`src/rtl/paged_byte_memory_core_assert.svh`:
```
// assertion macros shared by the paged byte memory rtl
`ifndef PAGED_BYTE_MEMORY_CORE_ASSERT_SVH
`define PAGED_BYTE_MEMORY_CORE_ASSERT_SVH

`ifndef SYNTHESIS
// same-cycle implication, checked out of reset
`define PBM_ASSERT_IMPLY(label, clk, rst_n, ante, cons) \
  label: assert property (@(posedge clk) disable iff (!rst_n) (ante) |-> (cons)) \
    else $error("paged byte memory check failed");
// next-cycle implication, checked out of reset
`define PBM_ASSERT_NEXT(label, clk, rst_n, ante, cons) \
  label: assert property (@(posedge clk) disable iff (!rst_n) (ante) |=> (cons)) \
    else $error("paged byte memory check failed");
`else
`define PBM_ASSERT_IMPLY(label, clk, rst_n, ante, cons)
`define PBM_ASSERT_NEXT(label, clk, rst_n, ante, cons)
`endif

`endif

```
`src/rtl/pbm_pkg.sv`:
```
// types and constants of the paged byte memory
package pbm_pkg;

  localparam int unsigned LANES = 8;
  localparam logic [3:0] MAX_BYTES = 4'd8;

  typedef enum logic [1:0] {
    ST_OK       = 2'd0,
    ST_UNALLOC  = 2'd1,
    ST_ZERO     = 2'd2,
    ST_PAST_TOP = 2'd3
  } status_t;

  typedef struct packed {
    logic        operation;
    logic [15:0] address;
    logic [3:0]  byte_count;
    logic [63:0] write_data;
  } in_beat_t;

  typedef struct packed {
    logic [63:0] read_data;
    status_t     status;
  } out_beat_t;

  // command broadcast to every byte lane
  typedef struct packed {
    logic        wr;
    logic [2:0]  lo;
    logic [3:0]  count;
    logic [63:0] wdata;
  } lane_cmd_t;

  // what the merge stage needs about the beat in flight
  typedef struct packed {
    logic       read_ok;
    logic [2:0] lo;
    logic [3:0] count;
    status_t    status;
  } merge_ctl_t;

endpackage

```
`src/rtl/pbm_merge.sv`:
```
// merge stage: rotates lane bytes back into beat order and masks unused bytes
module pbm_merge (
  input  logic [7:0][7:0]      lane_bytes,
  input  pbm_pkg::merge_ctl_t  ctl,
  output pbm_pkg::out_beat_t   out_beat
);
  import pbm_pkg::*;

  always_comb begin
    logic [2:0] sel;
    sel = '0;
    out_beat.read_data = '0;
    out_beat.status    = ctl.status;
    // byte k of the beat lives in lane lo + k
    for (int k = 0; k < LANES; k++) begin
      sel = ctl.lo + 3'(k);
      if (ctl.read_ok && (4'(k) < ctl.count)) begin
        out_beat.read_data[8*k +: 8] = lane_bytes[sel];
      end
    end
  end

endmodule

```
`config.mk`:
```
export PLATFORM = sky130hd
export DESIGN_NAME = pbm_merge
export DESIGN_NICKNAME = d
export VERILOG_FILES = /design/src/rtl/paged_byte_memory_core_assert.svh /design/src/rtl/pbm_pkg.sv /design/src/rtl/pbm_merge.sv
export SDC_FILE = /design/constraint.sdc
export NUM_CORES = 1
export LEC_CHECK = 0
export BUFFER_PORTS_ARGS = -buffer_cell sky130_fd_sc_hd__buf_2
export CORE_AREA = 4 4 72 124
export DETAILED_ROUTE_END_ITERATION = 12
export DIE_AREA = 0 0 76 128
export GPL_TIMING_DRIVEN = 0
export PLACE_DENSITY_LB_ADDON = 0.15
export SLEW_MARGIN = 20
export SYNTH_ARGS = -nofsm -noshare
export SYNTH_HDL_FRONTEND = slang
export SYNTH_SLANG_ARGS = --single-unit
```
`constraint.sdc`:
```
create_clock -name vclk -period 1.79
set_input_delay 0 -clock vclk [all_inputs]
set_output_delay 0 -clock vclk [all_outputs]
set_load 0.005 [all_outputs]
```
; ---- Word-level counts from Yosys, hierarchy flattened
; Cells that the tools add are included.
[word_totals]
inputBits = 74
regBits = 0
wordCells = 55
output_inout_bits = 66
[classes]
mux = 24
addsub = 7
n_reduce_logical = 8
magnitude_cmp = 16
[op_table]
columns = cell, count
row1 = binary-select mux 8 bit (select 3 bit), 8
row2 = 2-to-1 mux 8 bit, 16
row3 = < comparator 3 x 4 -> 1 bit (second input constant), 8
row4 = < comparator 3 x 4 -> 1 bit (first input constant), 4
row5 = adder 3 bit (second input constant), 4
row6 = logical AND 1 bit, 8
row7 = < comparator 1 x 4 -> 1 bit (first input constant), 2
row8 = < comparator 2 x 4 -> 1 bit (first input constant), 2
row9 = adder 3 x 2 -> 3 bit (second input constant), 2
row10 = adder 3 x 1 -> 3 bit (second input constant), 1

; ---- Logic depth before layout (Yosys ltp)
[logic_depth]
depth_word = 4
depth_mapped = 10
mapped_depth_nobuf = 5

; ---- Worst setup path before layout
; No wires, ideal clock.
[synth_timing]
kind = input to output
from = input port ctl[7] (netlist bit)
to = output port out_beat[43] (netlist bit)
setup_slack_ns = 0.090
cell_stages = 9
arrival_time_ns = 1.700
required_time_ns = 1.790
path_buffers = 5
cell_sequence = buf_6 -> buf_12 -> buf_4 -> inv_1 -> ha_1 -> buf_6 -> buf_6 -> mux4_2 -> a22o_1
[synth_rtl]
columns = item, line_no
row1 = start: declaration, pbm_merge.sv:4  ; input pbm_pkg::merge_ctl_t ctl,
row2 = end: declaration, pbm_merge.sv:5  ; output pbm_pkg::out_beat_t out_beat

==> impl_metrics.csv <==
group,metric,value,unit
sta,rsz0062_at_grt,"no",
synthesis,ys_types,36,
route,dr.pass1.iters,5,
synthesis,synth_area_leaders,"mux4_2, mux2i_1, a22o_1",
route,dr_total_vias,3556,
grt,antenna_found_initial,0,
power_and_ir_drop,leakage,2.005,nW
power_and_ir_drop,switching_share,0.4958,
die,die_h,128,um
synthesis,yosys.area.top_type,"mux4_2",
route,drtIter0Drc,381,
die,die-area,9728,um^2
sta,whs,0.1669,ns
sta,tightest_slew,0.9895,ns
grt,grt-ovfl-total,0,
finish,finalNonFillerCells,523,
sta,timing.slew.headroom,0.3403,
finish,nNetsFinal,511,
die,start_util,0.3914,
placed_design,gp_congestion,0.8686,
run,cap_violations,0,
finish,antenna_cells,0,
power_and_ir_drop,power_frac_seq,0,
finish,drive_gt1_frac,0.5635,
route,wl,13900,um
finish,area_growth_syn_to_layout,32.13,%
synthesis,ys_seq_area_frac,0,
route,ant_nets,0,
synthesis,netlist_area,3095,um^2
grt,grt_max_degree,19,
critical_path,cp_data_required_time,1.79,ns
sta,max_freq,568.4,MHz
critical_path,cp_max_fo,10,
sta,setup_viol,0,
power_and_ir_drop,comb_power_share,1.000,
die,fp.coreArea,7909,um^2
critical_path,critPathKind,"in2out",
critical_path,arrival,1.76,ns
placed_design,dp_cells,513,
sta,finalMaxSlewViolations,0,
route,wl_per_cell,26.57,um
critical_path,end_kind,"primary output",
power_and_ir_drop,p_switching,0.0006723,W
power_and_ir_drop,clock_power_share,0,
synthesis,syn-mean-instance-area,10.71,um^2
die,die_x,76,um
synthesis,yosys.area.top_type_share,0.2983,
placed_design,place.detailed.hpwl,10110,um
finish,regArea,0,um^2
finish,n_sequential_cell,0,
grt,grt_pass1_wl,20800,um
sta,hold_viol,0,
power_and_ir_drop,internal_power,0.0006836,W
placed_design,port_buffers,134,
sta,min_period,1.759,ns
critical_path,crit_path_start_kind,"primary input",
route,viasPerCell,6.799,
hold_path,hold_depth,2,
die,ios,140,
finish,nClkBuffers,0,
synthesis,syn_nets,365,
grt,grt_pass1_vias,3652,
power_and_ir_drop,irDropWorstVdd,0.0001409,V
route,drc,0,
power_and_ir_drop,power_density,331.5,nW/um^2
status,status,"finished clean",
grt,track_usage,0.2682,
sta,fin_crit_sh,0.9828,
synthesis,yosysWarnings,0,
die,fp-row-count,43,
synthesis,syn_inst,289,
hold_path,min_path_type,"in2out",
[per-stage QoR]
step	instance area (um^2)	TNS [ns]	util	setup WS, ns	total power [W]
after floorplan	3095	0	-	0.08973	0.0007962
after global placement	3879	-11.77	0.4904	-0.4265	0.001230
after detailed placement	3879	-12.40	0.4904	-0.4507	0.001256
after CTS	4006	0	0.5066	0.01351	0.001310
after global routing	4090	0	0.5172	0.007193	0.001439
final	4090	0	0.5172	0.03076	0.001356
[path summary, 6_finish.rpt]
path	startpoint	slack, ns	endpoint
worst max-delay path	ctl[6]	0.03	out_beat[62]
worst min-delay path	ctl[1]	0.17	out_beat[1]
[cells in the final DEF, fill, tap and decap left out, drive strengths merged]
| cell type | n |
|---|---|
| a21oi | 4 |
| a22oi | 16 |
| ha | 2 |
| o22ai | 24 |
| o211ai | 2 |
| and2 | 1 |
| and3 | 8 |
| xnor2 | 2 |
| nand3 | 5 |
| and2b | 1 |
| inv | 20 |
| mux2i | 64 |
| nand2 | 1 |
| a22o | 32 |
| nor2 | 3 |
| xor2 | 2 |
| mux4 | 48 |
| nor4 | 1 |
| mux2 | 16 |
| a211o | 1 |
| nor2b | 1 |
| clkbuf | 4 |
| nor3 | 5 |
| o21ai | 1 |
| buf | 168 |
| nand2b | 1 |
[power by group through the flow]
stage	Combinational, W	Clock, W	Sequential [W]
after floorplan	0.000796	0	0
after global placement	0.00123	0	0
after detailed placement	0.00126	0	0
after CTS	0.00131	0	0
after global routing	0.00144	0	0
final	0.00136	0	0
[what timing repair did]
| action | 4_1_cts | 5_1_grt |
|---|---|---|
| pin swaps | 1 | 2 |
| gates resized for setup | 21 | 7 |
| hold buffers | 0 | 0 |
| setup endpoints to repair | 32 | 30 |
| buffers inserted | 4 | 7 |
[logic make-up (layout without fill, tap and decap cells)]
kind of cell / Yosys count / in the layout / synth area share
multiplexers: 128 / 128 / 0.6229
AO/OA/AOI/OAI: 80 / 80 / 0.1948
buffers and inverters: 48 / 192 / 0.1063
AND/OR/NAND/NOR: 27 / 27 / 0.05659
XOR/XNOR: 4 / 4 / 0.01132
adder cells (fa/ha/maj): 2 / 2 / 0.008083
[routing by layer]
metal | GRT usage | part of all wire | wire length [um]
met1 | 0.3211 | 0.36 | 5020
met2 | 0.4874 | 0.53 | 7375
met3 | 0.02883 | 0.078 | 1080
met4 | 0.09853 | 0.030 | 421
met5 | 0 | 0 | 0
[cell type report]
cell class / count / area [um^2]
buffer: 27 / 302.8
fill: 735 / 3819
timing repair buffer: 145 / 753.2
multi-input combinational: 241 / 2839
inverter: 20 / 82.58
tap: 90 / 112.6
[worst max-delay path, cell delays in order]
cell	delay (ns)
buf_2	0.13
buf_12	0.13
inv_8	0.10
buf_12	0.12
ha_4	0.21
buf_12	0.15
buf_12	0.15
mux2i_1	0.11
mux2_2	0.27
o22ai_1	0.21
buf_2	0.16
[synthesized netlist by cell type (2+ instances only)]
cell      number
mux4_1         7
xor2_1         2
ha_1           2
o22ai_1       24
inv_1         19
a22o_1        32
nor3_2         4
a22oi_1       16
nand3_1        5
mux2_2        16
o211ai_1       2
mux4_2        41
a21oi_1        3
buf_6          8
nor2_1         2
xnor2_1        2
and3_1         8
mux2i_1       64
buf_2          2
buf_12         2
buf_4         11
clkbuf_1       3
Power figures use the tool's default switching activity.
